File: src/lrs_pkg.sv
// ----------------------------------------------------------------------------
// Leakage reduction scheduler package
// Shared constants, the front-to-back work record and qubit set helpers.
// ----------------------------------------------------------------------------
`default_nettype none

package lrs_pkg;

	localparam int QUBIT_W      = 6;
	localparam int QUBIT_COUNT  = 64;
	localparam int SET_W        = 1 << QUBIT_W;
	localparam int DEG_W        = 3;
	localparam int DEGREE_LIMIT = 4;

	localparam int QUEUE_DEPTH  = 2;
	localparam int QPTR_W       = (QUEUE_DEPTH > 1) ? $clog2(QUEUE_DEPTH) : 1;
	localparam int QCNT_W       = $clog2(QUEUE_DEPTH + 1);

	// Front stage, queue entries and the output register.
	localparam int MAX_IN_FLIGHT = QUEUE_DEPTH + 2;
	localparam int FLIGHT_W      = $clog2(MAX_IN_FLIGHT + 4);

	typedef logic [QUBIT_W-1:0] qubit_t;
	typedef logic [SET_W-1:0]   qset_t;

	// One classified data qubit handed from the front to the back.
	typedef struct packed {
		qubit_t data_qubit;
		qubit_t first_partner;
		qubit_t second_partner;
		logic   eligible;
		logic   syndrome_nonzero;
		logic   last_in_round;
	} work_t;

	function automatic logic in_range(input qubit_t q);
		return (32'(q) < QUBIT_COUNT);
	endfunction

	function automatic logic set_test(input qset_t s, input qubit_t q);
		return in_range(q) && s[q];
	endfunction

	function automatic qset_t set_mark(input qubit_t q);
		qset_t m;
		m = '0;
		if (in_range(q)) begin
			m[q] = 1'b1;
		end
		return m;
	endfunction

endpackage

`default_nettype wire

File: src/lrs_item_if.sv
// ----------------------------------------------------------------------------
// Scheduler input channel
// Valid/ready channel carrying one data qubit of a syndrome round.
// ----------------------------------------------------------------------------
`default_nettype none

interface lrs_item_if;
	logic                          valid;
	logic                          ready;
	logic [lrs_pkg::QUBIT_W-1:0]   data_qubit;
	logic [lrs_pkg::DEG_W-1:0]     check_degree;
	logic [lrs_pkg::DEG_W-1:0]     flipped_neighbors;
	logic [lrs_pkg::QUBIT_W-1:0]   first_partner;
	logic [lrs_pkg::QUBIT_W-1:0]   second_partner;
	logic                          syndrome_nonzero;
	logic                          last_in_round;

	modport source (
		output valid, data_qubit, check_degree, flipped_neighbors,
		       first_partner, second_partner, syndrome_nonzero, last_in_round,
		input  ready
	);

	modport sink (
		input  valid, data_qubit, check_degree, flipped_neighbors,
		       first_partner, second_partner, syndrome_nonzero, last_in_round,
		output ready
	);
endinterface

`default_nettype wire

File: src/lrs_result_if.sv
// ----------------------------------------------------------------------------
// Scheduler result channel
// Valid/ready channel carrying the swap decision for one data qubit.
// ----------------------------------------------------------------------------
`default_nettype none

interface lrs_result_if;
	logic                          valid;
	logic                          ready;
	logic                          scheduled;
	logic [lrs_pkg::QUBIT_W-1:0]   chosen_partner;
	logic                          round_had_lrc;

	modport source (
		output valid, scheduled, chosen_partner, round_had_lrc,
		input  ready
	);

	modport sink (
		input  valid, scheduled, chosen_partner, round_had_lrc,
		output ready
	);
endinterface

`default_nettype wire

File: src/leakage_reduction_scheduler_unit.sv
// ----------------------------------------------------------------------------
// Leakage reduction scheduler unit
// Decides per data qubit whether it gets a leakage reduction swap, and with whom.
// ----------------------------------------------------------------------------
// Usage: the item channel takes one data qubit of a syndrome round per
// transaction, with its check degree, flip count, two swap partners in
// preference order, the round's syndrome flag and a last-in-round mark.
// Every item gives exactly one transaction on the result channel, in order:
// the scheduled flag, the claimed partner (zero when not scheduled) and, on
// the last item of a round, whether any swap was scheduled in that round.
// An accepted item passes the staging register, a queue entry and the
// output register. Throughput is one item per cycle while the result
// channel is ready; it is set by the partner claim in the back end, which
// reads and updates the in-use and recent qubit sets held in flip-flops.
// Reset clears both qubit sets, the round flag, the staging register, the
// queue and the output register; no clearing pass is needed. When the
// receiver stalls, the result stays in the output register, the back end
// stops, the queue fills, and only then does the item channel drop ready.
// At most four items are in flight inside the block.
// ----------------------------------------------------------------------------
`default_nettype none

module leakage_reduction_scheduler_unit (
	input  wire logic      clk,
	input  wire logic      arst_n,
	lrs_item_if.sink       item,
	lrs_result_if.source   result
);

	// Front end to queue: classified items staged in the cycle after acceptance.
	lrs_pkg::work_t  front_wk;
	logic            front_valid;
	logic            front_ready;

	// Queue to back end: oldest classified item waiting for a decision.
	lrs_pkg::work_t  back_wk;
	logic            back_valid;
	logic            back_ready;

	// The front end clamps the degree and applies the flip threshold and the
	// syndrome flag, so the back end only has to consult the qubit sets.
	lrs_front u_front (
		.clk      (clk),
		.arst_n   (arst_n),
		.item     (item),
		.wk       (front_wk),
		.wk_valid (front_valid),
		.wk_ready (front_ready)
	);

	// The queue decouples the two sides, so a stalled result does not stop
	// acceptance until the queue is full.
	lrs_queue u_queue (
		.clk        (clk),
		.arst_n     (arst_n),
		.push_data  (front_wk),
		.push_valid (front_valid),
		.push_ready (front_ready),
		.pop_data   (back_wk),
		.pop_valid  (back_valid),
		.pop_ready  (back_ready)
	);

	// The back end owns the round state: it claims the first free partner,
	// updates the in-use set, and at round end moves it into the recent set
	// unless the syndrome on the last item was zero.
	lrs_back u_back (
		.clk      (clk),
		.arst_n   (arst_n),
		.wk       (back_wk),
		.wk_valid (back_valid),
		.wk_ready (back_ready),
		.result   (result)
	);

endmodule

`default_nettype wire

File: src/lrs_front.sv
// ----------------------------------------------------------------------------
// Scheduler front end
// Accepts data qubits, applies the flip threshold and stages them for the queue.
// ----------------------------------------------------------------------------
`default_nettype none

module lrs_front (
	input  wire logic          clk,
	input  wire logic          arst_n,
	lrs_item_if.sink           item,
	output lrs_pkg::work_t     wk,
	output logic               wk_valid,
	input  wire logic          wk_ready
);

	logic                 valid_s1;
	lrs_pkg::work_t       wk_s1;
	lrs_pkg::work_t       wk_d;
	logic [lrs_pkg::DEG_W:0] deg_clamped;
	logic                 accept;
	logic                 push;

	// A degree above the limit counts as the limit; the threshold is half of it.
	always_comb begin
		if ({1'b0, item.check_degree} > (lrs_pkg::DEG_W + 1)'(lrs_pkg::DEGREE_LIMIT)) begin
			deg_clamped = (lrs_pkg::DEG_W + 1)'(lrs_pkg::DEGREE_LIMIT);
		end else begin
			deg_clamped = {1'b0, item.check_degree};
		end
		wk_d.data_qubit       = item.data_qubit;
		wk_d.first_partner    = item.first_partner;
		wk_d.second_partner   = item.second_partner;
		wk_d.syndrome_nonzero = item.syndrome_nonzero;
		wk_d.last_in_round    = item.last_in_round;
		wk_d.eligible         = item.syndrome_nonzero &&
		                        ({1'b0, item.flipped_neighbors} >= (deg_clamped >> 1));
	end

	assign push       = valid_s1 && wk_ready;
	assign item.ready = !valid_s1 || wk_ready;
	assign accept     = item.valid && item.ready;

	always_ff @(posedge clk or negedge arst_n) begin
		if (!arst_n) begin
			valid_s1 <= 1'b0;
		end else if (accept) begin
			valid_s1 <= 1'b1;
		end else if (push) begin
			valid_s1 <= 1'b0;
		end
	end

	always_ff @(posedge clk) begin
		if (accept) begin
			wk_s1 <= wk_d;
		end
	end

	assign wk       = wk_s1;
	assign wk_valid = valid_s1;

endmodule

`default_nettype wire

File: src/lrs_queue.sv
// ----------------------------------------------------------------------------
// Scheduler work queue
// Short first-in first-out buffer between the front end and the back end.
// ----------------------------------------------------------------------------
`default_nettype none

module lrs_queue (
	input  wire logic           clk,
	input  wire logic           arst_n,
	input  wire lrs_pkg::work_t push_data,
	input  wire logic           push_valid,
	output logic                push_ready,
	output lrs_pkg::work_t      pop_data,
	output logic                pop_valid,
	input  wire logic           pop_ready
);

	lrs_pkg::work_t                mem_q [lrs_pkg::QUEUE_DEPTH];
	logic [lrs_pkg::QPTR_W-1:0]    wr_ptr_q;
	logic [lrs_pkg::QPTR_W-1:0]    rd_ptr_q;
	logic [lrs_pkg::QCNT_W-1:0]    count_q;
	logic                          do_push;
	logic                          do_pop;

	function automatic logic [lrs_pkg::QPTR_W-1:0] next_ptr(
		input logic [lrs_pkg::QPTR_W-1:0] p
	);
		if (32'(p) == lrs_pkg::QUEUE_DEPTH - 1) begin
			return '0;
		end
		return p + 1'b1;
	endfunction

	assign push_ready = (32'(count_q) < lrs_pkg::QUEUE_DEPTH);
	assign pop_valid  = (count_q != '0);
	assign pop_data   = mem_q[rd_ptr_q];
	assign do_push    = push_valid && push_ready;
	assign do_pop     = pop_valid && pop_ready;

	always_ff @(posedge clk or negedge arst_n) begin
		if (!arst_n) begin
			wr_ptr_q <= '0;
			rd_ptr_q <= '0;
			count_q  <= '0;
		end else begin
			if (do_push) begin
				wr_ptr_q <= next_ptr(wr_ptr_q);
			end
			if (do_pop) begin
				rd_ptr_q <= next_ptr(rd_ptr_q);
			end
			if (do_push && !do_pop) begin
				count_q <= count_q + 1'b1;
			end else if (do_pop && !do_push) begin
				count_q <= count_q - 1'b1;
			end
		end
	end

	always_ff @(posedge clk) begin
		if (do_push) begin
			mem_q[wr_ptr_q] <= push_data;
		end
	end

endmodule

`default_nettype wire

File: src/lrs_back.sv
// ----------------------------------------------------------------------------
// Scheduler back end
// Claims swap partners against the round sets and registers each decision.
// ----------------------------------------------------------------------------
`default_nettype none

module lrs_back (
	input  wire logic           clk,
	input  wire logic           arst_n,
	input  wire lrs_pkg::work_t wk,
	input  wire logic           wk_valid,
	output logic                wk_ready,
	lrs_result_if.source        result
);

	lrs_pkg::qset_t   recent_q;
	lrs_pkg::qset_t   in_use_q;
	logic             any_q;
	lrs_pkg::qset_t   in_use_next;
	logic             any_next;

	logic             out_valid_q;
	logic             scheduled_q;
	lrs_pkg::qubit_t  partner_q;
	logic             lrc_q;

	logic             fire;
	logic             p0_free;
	logic             p1_free;
	logic             sched;
	lrs_pkg::qubit_t  chosen;

	// The back end takes a new transaction whenever the output register is
	// empty or being drained in this cycle.
	assign fire     = wk_valid && (!out_valid_q || result.ready);
	assign wk_ready = fire;

	always_comb begin
		p0_free = !lrs_pkg::set_test(in_use_q, wk.first_partner) &&
		          !lrs_pkg::set_test(recent_q, wk.first_partner);
		p1_free = !lrs_pkg::set_test(in_use_q, wk.second_partner) &&
		          !lrs_pkg::set_test(recent_q, wk.second_partner);
		sched   = wk.eligible && !lrs_pkg::set_test(recent_q, wk.data_qubit) &&
		          (p0_free || p1_free);
		if (!sched) begin
			chosen = '0;
		end else if (p0_free) begin
			chosen = wk.first_partner;
		end else begin
			chosen = wk.second_partner;
		end
		in_use_next = in_use_q;
		if (sched) begin
			in_use_next = in_use_q | lrs_pkg::set_mark(wk.data_qubit) |
			              lrs_pkg::set_mark(chosen);
		end
		any_next = any_q || sched;
	end

	always_ff @(posedge clk or negedge arst_n) begin
		if (!arst_n) begin
			recent_q <= '0;
			in_use_q <= '0;
			any_q    <= 1'b0;
		end else if (fire) begin
			if (wk.last_in_round) begin
				if (wk.syndrome_nonzero) begin
					recent_q <= in_use_next;
				end
				in_use_q <= '0;
				any_q    <= 1'b0;
			end else begin
				in_use_q <= in_use_next;
				any_q    <= any_next;
			end
		end
	end

	always_ff @(posedge clk or negedge arst_n) begin
		if (!arst_n) begin
			out_valid_q <= 1'b0;
		end else if (fire) begin
			out_valid_q <= 1'b1;
		end else if (result.ready) begin
			out_valid_q <= 1'b0;
		end
	end

	always_ff @(posedge clk) begin
		if (fire) begin
			scheduled_q <= sched;
			partner_q   <= chosen;
			lrc_q       <= wk.last_in_round && any_next;
		end
	end

	assign result.valid          = out_valid_q;
	assign result.scheduled      = scheduled_q;
	assign result.chosen_partner = partner_q;
	assign result.round_had_lrc  = lrc_q;

endmodule

`default_nettype wire

File: src/flat_wrapper.sv
// flat-port wrapper written by rule: the top's interface ports become plain ports
module leakage_reduction_scheduler_unit_flat 
  (clk, arst_n, item_valid, item_data_qubit, item_check_degree, item_flipped_neighbors, item_first_partner, item_second_partner, item_syndrome_nonzero, item_last_in_round, item_ready, result_valid, result_scheduled, result_chosen_partner, result_round_had_lrc, result_ready);
  lrs_item_if item_i ();
  lrs_result_if result_i ();
  input  wire logic clk;
  input  wire logic arst_n;
  input wire logic [$bits(item_i.valid)-1:0] item_valid;
  input wire logic [$bits(item_i.data_qubit)-1:0] item_data_qubit;
  input wire logic [$bits(item_i.check_degree)-1:0] item_check_degree;
  input wire logic [$bits(item_i.flipped_neighbors)-1:0] item_flipped_neighbors;
  input wire logic [$bits(item_i.first_partner)-1:0] item_first_partner;
  input wire logic [$bits(item_i.second_partner)-1:0] item_second_partner;
  input wire logic [$bits(item_i.syndrome_nonzero)-1:0] item_syndrome_nonzero;
  input wire logic [$bits(item_i.last_in_round)-1:0] item_last_in_round;
  output wire logic [$bits(item_i.ready)-1:0] item_ready;
  output wire logic [$bits(result_i.valid)-1:0] result_valid;
  output wire logic [$bits(result_i.scheduled)-1:0] result_scheduled;
  output wire logic [$bits(result_i.chosen_partner)-1:0] result_chosen_partner;
  output wire logic [$bits(result_i.round_had_lrc)-1:0] result_round_had_lrc;
  input wire logic [$bits(result_i.ready)-1:0] result_ready;
  assign item_i.valid = item_valid;
  assign item_i.data_qubit = item_data_qubit;
  assign item_i.check_degree = item_check_degree;
  assign item_i.flipped_neighbors = item_flipped_neighbors;
  assign item_i.first_partner = item_first_partner;
  assign item_i.second_partner = item_second_partner;
  assign item_i.syndrome_nonzero = item_syndrome_nonzero;
  assign item_i.last_in_round = item_last_in_round;
  assign item_ready = item_i.ready;
  assign result_valid = result_i.valid;
  assign result_scheduled = result_i.scheduled;
  assign result_chosen_partner = result_i.chosen_partner;
  assign result_round_had_lrc = result_i.round_had_lrc;
  assign result_i.ready = result_ready;
  leakage_reduction_scheduler_unit u_core (.clk(clk), .arst_n(arst_n), .item(item_i), .result(result_i));
endmodule
File: config.mk
export PLATFORM = sky130hd
export DESIGN_NAME = leakage_reduction_scheduler_unit_flat
export DESIGN_NICKNAME = d
export VERILOG_FILES = /design/src/lrs_pkg.sv /design/src/lrs_item_if.sv /design/src/lrs_result_if.sv /design/src/leakage_reduction_scheduler_unit.sv /design/src/lrs_front.sv /design/src/lrs_queue.sv /design/src/lrs_back.sv /design/src/flat_wrapper.sv
export SDC_FILE = /design/constraint.sdc
export NUM_CORES = 1
export LEC_CHECK = 0
export ABC_AREA = 1
export BUFFER_PORTS_ARGS = -buffer_cell sky130_fd_sc_hd__buf_2
export CORE_MARGIN = 2
export CORE_UTILIZATION = 50
export CTS_BUF_LIST = sky130_fd_sc_hd__clkbuf_8 sky130_fd_sc_hd__clkbuf_16
export DETAILED_ROUTE_END_ITERATION = 7
export PLACE_DENSITY = 0.66
export SETUP_SLACK_MARGIN = 0.2
export SYNTH_ARGS = -nofsm -noshare
export SYNTH_HDL_FRONTEND = slang
export SYNTH_SLANG_ARGS = --single-unit
File: constraint.sdc
create_clock -name clk -period 3.2 [get_ports clk]
set_clock_uncertainty 0.2 [all_clocks]
set_input_delay 0.16 -clock clk [delete_from_list [all_inputs] [get_ports clk]]
set_output_delay 0.16 -clock clk [all_outputs]
set_load 0.02 [all_outputs]
After elaboration in Yosys (flattened, before gate mapping)

Memory sizes are Yosys's and may differ from the RTL's.
Index checks and enable logic that the tools add are counted.

Flip-flop bits (word level): 164
Bits in writable memories: 42
Bits of input ports: 30
Logic and storage cells: 103
Memories: 1

Memories:

| memory               | depth | width | read ports | clocked after memory_dff | wr ports | line            | source |
|---|---|---|---|---|---|---|---|
| u_core.u_queue.mem_q | 2     | 21    | 1          | 0                        | 1        | lrs_queue.sv:18 | `lrs_pkg::work_t mem_q [lrs_pkg::QUEUE_DEPTH];` |

$add $sub $neg: 4
Magnitude comparators: 9
Muxes and demuxes: 38
Bitwise operators: 2
Reductions and logical operators: 32

Operators with widths:

| operator                                                           | number |
|---|---|
| two-way mux 64 bit                                                 | 4 |
| OR 64 bit                                                          | 2 |
| binary-select mux 1 bit (select 6 bit)                             | 5 |
| less-than comparator 6 x 7 -> 1 bit (second input constant)        | 4 |
| two-way mux 1 bit                                                  | 22 |
| logical AND 1 bit                                                  | 14 |
| demux 1 bit (select 6 bit)                                         | 2 |
| greater-or-equal comparator 6 x 1 -> 1 bit (second input constant) | 2 |
| two-way mux 6 bit                                                  | 2 |
| zero test 1 bit                                                    | 9 |
| nonzero test 2 bit                                                 | 4 |
| logical OR 1 bit                                                   | 4 |
| two-way mux 2 bit                                                  | 2 |
| greater-or-equal comparator 3 x 2 -> 1 bit                         | 1 |
| > comparator 3 bit (second input constant)                         | 1 |
| two-way mux 3 bit                                                  | 1 |
| AND reduction 3 bit                                                | 1 |
| adder 1 bit (second input constant)                                | 2 |
| adder 2 x 1 -> 2 bit (second input constant)                       | 1 |
| less-than comparator 2 bit (second input constant)                 | 1 |
| subtractor 2 x 1 -> 2 bit (second input constant)                  | 1 |

Logic depth before layout (Yosys ltp)

An unclocked memory read counts as a cell.

Depth in word-level cells: 16
Mapped depth: 26
Gate-level depth less buffers: 24

By module

From an unflattened synthesis, not the netlist that was laid out.

Cells, all modules: 1693
Area total of the unflattened synthesis: 12289.3 µm²

By module, submodules not included:

| module    | times used | cells each | area each (µm²) | seq. area each (µm²) |
|---|---|---|---|---|
| lrs_back  | 1          | 1517       | 9796.9          | 3493.4 |
| lrs_queue | 1          | 137        | 1749.2          | 1361.3 |
| lrs_front | 1          | 39         | 743.2           | 655.6 |

Worst setup path after synthesis

No wires, ideal clock.

Path type: register to register
Start: reg u_core.u_queue.rd_ptr_q
End: reg u_core.u_back.lrc_q, in the netlist u_core.u_back.result.round_had_lrc (data pin)
Library setup time: 0.255 ns
Arrival: 2.365 ns
Required time: 2.745 ns
Slack: 0.381 ns
Stages on the path, launching flop included: 15
Path buffers: 6
Cells stage by stage: dfrtp_1 -> buf_6 -> buf_12 -> buf_6 -> o21ai_4 -> inv_2 -> nor2_1 -> a21oi_1 -> nand3_2 -> a21oi_4 -> buf_6 -> buf_4 -> buf_4 -> nor2_1 -> nor2_1

Cells in the longest elaborated chain, start to end: 9
Elaborated cells on any way between the ends: 23

RTL lines:

| element                                 | line                           | source |
|---|---|---|
| from (decl)                             | lrs_queue.sv:20                | `logic [lrs_pkg::QPTR_W-1:0] rd_ptr_q;` |
| from (signal assigned)                  | lrs_queue.sv:50                | `rd_ptr_q <= next_ptr(rd_ptr_q);` |
| memory (2 x 21 bit) (*)                 | n/a                            |  |
| binary-select mux 1 bit (select 6 bit)  | lrs_pkg.sv:41                  | `return in_range(q) && s[q];` |
| two-way mux 1 bit (not written as such) | lrs_pkg.sv:41                  |  |
| zero test 1 bit (on tied branches)      | n/a                            |  |
| logical AND 1 bit (on tied branches)    | lrs_back.sv:39, lrs_back.sv:41 |  |
| logical OR 1 bit                        | lrs_back.sv:44                 | `(p0_free \|\| p1_free);` |
| logical AND 1 bit (*)                   | lrs_back.sv:43                 | `sched = wk.eligible && !lrs_pkg::set_test(recent_q, wk.data_qubit) &&` |
| via u_core.u_back.sched                 | lrs_back.sv:30                 | `logic sched;` |
| logical OR 1 bit (*)                    | lrs_back.sv:57                 | `any_next = any_q \|\| sched;` |
| logical AND 1 bit (*)                   | lrs_back.sv:93                 | `lrc_q <= wk.last_in_round && any_next;` |
| to (signal assigned)                    | lrs_back.sv:93                 |  |
| to (decl)                               | lrs_back.sv:25                 | `logic lrc_q;` |

Mark *: on every way through the listed nets, which the timed path passes. The rest lies on a longest branch. The select of a mux whose other input is x is not followed.
A chain may end at the register's enable or synchronous reset.

Worst setup path after layout

Start: reg u_core.u_queue.rd_ptr_q
End: reg u_core.u_back.recent_q[10]

Cells in the longest elaborated chain, start to end: 15
Elaborated cells on any way between the ends: 39

RTL lines:

| element                                                                                                                 | line                           | source |
|---|---|---|
| memory (2 x 21 bit) (*)                                                                                                 | n/a                            |  |
| binary-select mux 1 bit (select 6 bit)                                                                                  | lrs_pkg.sv:41                  |  |
| two-way mux 1 bit (not written as such)                                                                                 | lrs_pkg.sv:41                  |  |
| zero test 1 bit (on tied branches)                                                                                      | n/a                            |  |
| logical AND 1 bit (on tied branches)                                                                                    | lrs_back.sv:39, lrs_back.sv:41 |  |
| logical OR 1 bit                                                                                                        | lrs_back.sv:44                 |  |
| logical AND 1 bit                                                                                                       | lrs_back.sv:43                 |  |
| two-way mux 6 bit                                                                                                       | lrs_back.sv:45                 | `if (!sched) begin` |
| less-than comparator 6 x 7 -> 1 bit (not written as such) or greater-or-equal comparator 6 x 1 -> 1 bit (tied branches) | lrs_pkg.sv:48                  | `m[q] = 1'b1;` |
| logical AND 1 bit (not written as such)                                                                                 | lrs_pkg.sv:48                  |  |
| two-way mux 1 bit (not written as such)                                                                                 | lrs_pkg.sv:48                  |  |
| demux 1 bit (select 6 bit)                                                                                              | lrs_pkg.sv:48                  |  |
| two-way mux 64 bit                                                                                                      | lrs_back.sv:53                 | `if (sched) begin` |
| OR 64 bit                                                                                                               | lrs_back.sv:54                 | `in_use_next = in_use_q \| lrs_pkg::set_mark(wk.data_qubit) \|` |
| two-way mux 64 bit                                                                                                      | lrs_back.sv:53                 |  |
| to (signal assigned)                                                                                                    | lrs_back.sv:68                 | `recent_q <= in_use_next;` |
| to (decl)                                                                                                               | lrs_back.sv:16                 | `lrs_pkg::qset_t recent_q;` |

Every way passes the cells marked *; elsewhere a longest branch is shown, timed or not. The select of a mux whose other input is x is not followed.

==> results.json <==
{
  "die_x_um": 162.1,
  "multi_input_area_mm2": 0.007042,
  "async_flop_share_pct": 65.53,
  "num_io_pins": 40,
  "cp-end-kind": "flip-flop",
  "cts.sinks": 206,
  "drive_above_1_share_pct": 31.70,
  "antenna_found_initial": 0,
  "num_vias": 12750,
  "seq_area_mm2": 0.005512,
  "worstPathRequired_ns": 3.47,
  "synthTopCellsByCount": "nand2_1 (711), inv_1 (162), nand3_1 (140), dfrtp_1 (135), o21ai_0 (120)",
  "yosysMostFrequentCell": "nand2_1",
  "timing.fmax_mhz": 283.1,
  "cp-start-kind": "flip-flop",
  "slew-limit-headroom_pct": 38.53,
  "yosysWarnings": 0,
  "cp_data_arrival_time_ns": 3.81,
  "cts_buffers": 24,
  "path_max_fanout": 19,
  "violations": "setup timing",
  "ctsHtreeMaxLevel": 1,
  "synth-main-ff-cell": "dfrtp_1",
  "clk_pin_slew_ns": 0.06,
  "ys_seq_area_share_pct": 44.11,
  "hold_viol": 0,
  "rsz0062_at_grt": "yes",
  "grt_remaining_overflow": 0,
  "tightest_slew_ns": 0.9221,
  "cp_slowest_cell": "dfrtp_2",
  "slowest_delay_ns": 0.52,
  "syn_to_final_growth_pct": 35.53,
  "drtPass1Iterations": 6,
  "root_buffer": "clkbuf_16",
  "diodes": 0,
  "synth_top_area_share_pct": 27.05,
  "wl_per_cell_um": 20.31,
  "syn-num-nets": 1739,
  "synthCells": 1706,
  "grt_max_degree": 80,
  "cts_tree": "done",
  "yosysTopAreaCell": "dfrtp_1",
  "instances_no_fill": 2261,
  "avgSynthCellArea_um2": 7.322,
  "avgViaCountPerCell": 5.640,
  "maxCapViolCount": 0,
  "design.core.area_mm2": 0.02439,
  "grt_first_pass_wirelength_um": 68850,
  "fin_ws_ns": -0.3329,
  "hpwl_um": 28880,
  "holdCritPathClass": "primary input to async pin",
  "grt_usage_pct": 34.49,
  "syn_area_mm2": 0.01249,
  "rows": 57,
  "routed_wl_um": 45910,
  "synthDistinctLibCells": 46,
  "yosys_register_bits": 206,
  "die_area_mm2": 0.02626,
  "nets": 1952,
  "initialDrtViolationCount": 1310,
  "io_buffers": 38,
  "drv_slew": 0,
  "initial_core_util_pct": 51.21,
  "grt_pass1_vias": 11950,
  "path_cells": "buf_6 -> o21ai_4 -> inv_6 -> nand3_2 -> nor2_1 -> nor2_1 -> nand3_1 -> nand2_1 -> nand2_2 -> nor2_4 -> nand3_4 -> a21oi_4 -> buf_6 -> buf_16 -> nand4_1 -> inv_2 -> nand2_1 -> nand2_1 -> nand2_2 -> nand2_2 -> nand2_2 -> nand2_1",
  "setup_tns_ns": -28.27,
  "die_height_um": 162.1,
  "hold_ws_ns": 0.03796,
  "yosys-top-cells-area": "dfrtp_1 (27%), nand2_1 (21%), edfxtp_1 (17%)",
  "gp_congestion": 1.034,
  "place_inst": 2144,
  "min_period_ns": 3.533,
  "clk_latency_ns": 0.54,
  "status": "finished, violations left",
  "cts_buffer_depth": 3,
  "drtAntennaViolNets": 0,
  "setup_viol": 129,
  "route.detailed.drc": 0,
  "cp_top_family": "simple AND/OR/NAND/NOR gates",
  "synth_enable_flop_cells": 71,
  "period_share_pct": 110.4,
  "worstSetupPathType": "flip-flop to flip-flop",
  "cp.buffers_inverters": 5,
  "n_fill_cell": 1980
}
[repair_timing]
item | in CTS | in global routing
gates resized for setup | 137 | 234
buffers inserted | 21 | 18
hold buffers | 26 | 0
endpoints found under the hold margin | 97 | 0
pin swaps | 39 | 88
setup endpoints to repair | 134 | 136
cloned | 5 | 3
[cell families after synthesis]
kind of cell / synth area share [%]
mux: 0.08014
compound gates: 12.05
flops: 44.11
fa+ha+maj: 0.3005
xor+xnor: 0.2805
simple gates: 34.40
buf+inv: 8.775
[final timing paths]
| check | start | to | slack, ns | cells after the start |
|---|---|---|---|---|
| setup / recovery | u_core.u_queue.rd_ptr_q | u_core.u_back.recent_q[10] | -0.33 | 22 |
| hold / removal | arst_n | u_core.u_back.recent_q[25] | 0.04 | 2 |
| setup reg to reg | u_core.u_queue.rd_ptr_q | u_core.u_back.recent_q[10] | -0.33 | 22 |
| hold reg to reg | u_core.u_front.wk[14] | u_core.u_queue.mem_q[1][14] | 0.24 | 0 |
| max in group asynchronous | arst_n | u_core.u_back.in_use_q[9] | 1.93 | 3 |
| min in group clk | item_second_partner[4] | u_core.u_front.wk[7] | 0.13 | 2 |
[layout by cell type (no fill, tap or decap), types with 10 or more instances in the layout]
| cell | Yosys | routed |
|---|---|---|
| buf_12 | 1 | 33 |
| inv_1 | 162 | 162 |
| nand2_8 | 4 | 10 |
| o21ai_1 | 25 | 27 |
| nand2_4 | 7 | 32 |
| buf_6 | 14 | 34 |
| nand3_2 | 6 | 34 |
| nand3_4 | 3 | 13 |
| dfrtp_1 | 135 | 134 |
| inv_2 | 12 | 10 |
| a21oi_1 | 69 | 27 |
| nand3_1 | 140 | 102 |
| edfxtp_1 | 71 | 71 |
| o21ai_0 | 120 | 112 |
| nand2_2 | 12 | 135 |
| nor2_1 | 68 | 62 |
| dlygate4sd3_1 | 0 | 26 |
| buf_4 | 6 | 107 |
| buf_2 | 19 | 37 |
| a21oi_2 | 0 | 41 |
| nor2_4 | 12 | 16 |
| clkbuf_16 | 0 | 26 |
| o21ai_2 | 9 | 15 |
| nand2_1 | 711 | 561 |
[sequential cells by signal, summed over array words and instances (netlist names)]
name / flops
u_core.u_back.any_q: 1
u_core.u_back.in_use_q: 64
u_core.u_back.recent_q: 64
u_core.u_back.result.chosen_partner: 6
u_core.u_back.result.round_had_lrc: 1
u_core.u_back.result.scheduled: 1
u_core.u_back.result.valid: 1
u_core.u_front.wk: 21
u_core.u_front.wk_valid: 1
u_core.u_queue.count_q: 2
u_core.u_queue.mem_q: 42
u_core.u_queue.rd_ptr_q: 1
u_core.u_queue.wr_ptr_q: 1
[metal layers]
metal | vias up | part of all wire [%] | global-route usage (%)
met5 | - | 0 | 0
met4 | 0 | 5.4 | 15.81
met3 | 162 | 9.1 | 6.793
met2 | 650 | 46 | 55.44
met1 | 6044 | 40 | 45.30
li1 | 5895 | - | -
[cell type report]
type                            instances  area share, %
Sequential cell                       206          32.56
Multi-Input combinational cell       1262          41.60
Inverter                              178          4.235
Timing Repair Buffer                  246          14.52
Tap cell                              324          2.395
Clock inverter                         19          1.027
Timing Repair inverter                  1        0.03695
Clock buffer                           25          3.629
[worst register-to-register path: cells and delay by family (launching register included)]
family | cells | cell delay, ns
and+or+nand+nor | 15 | 1.50
buffers and inverters | 5 | 0.83
DFF | 1 | 0.52
AOI/OAI and AO/OA | 2 | 0.45
[through the flow]
stage | area, um^2 | setup WS, ns | util [%]
global placement | 14020 | -0.3446 | 57.49
detailed placement | 14020 | -0.4250 | 57.49
global route | 16930 | -0.4484 | 69.41
finish | 16930 | -0.3329 | 69.41
floorplan | 12490 | 0.3805 | -
CTS | 15860 | -0.1655 | 65.03
Power is left out: the tool's default activity adds up to more than one toggle a clock period on the data nets, which glitch-free logic cannot reach.
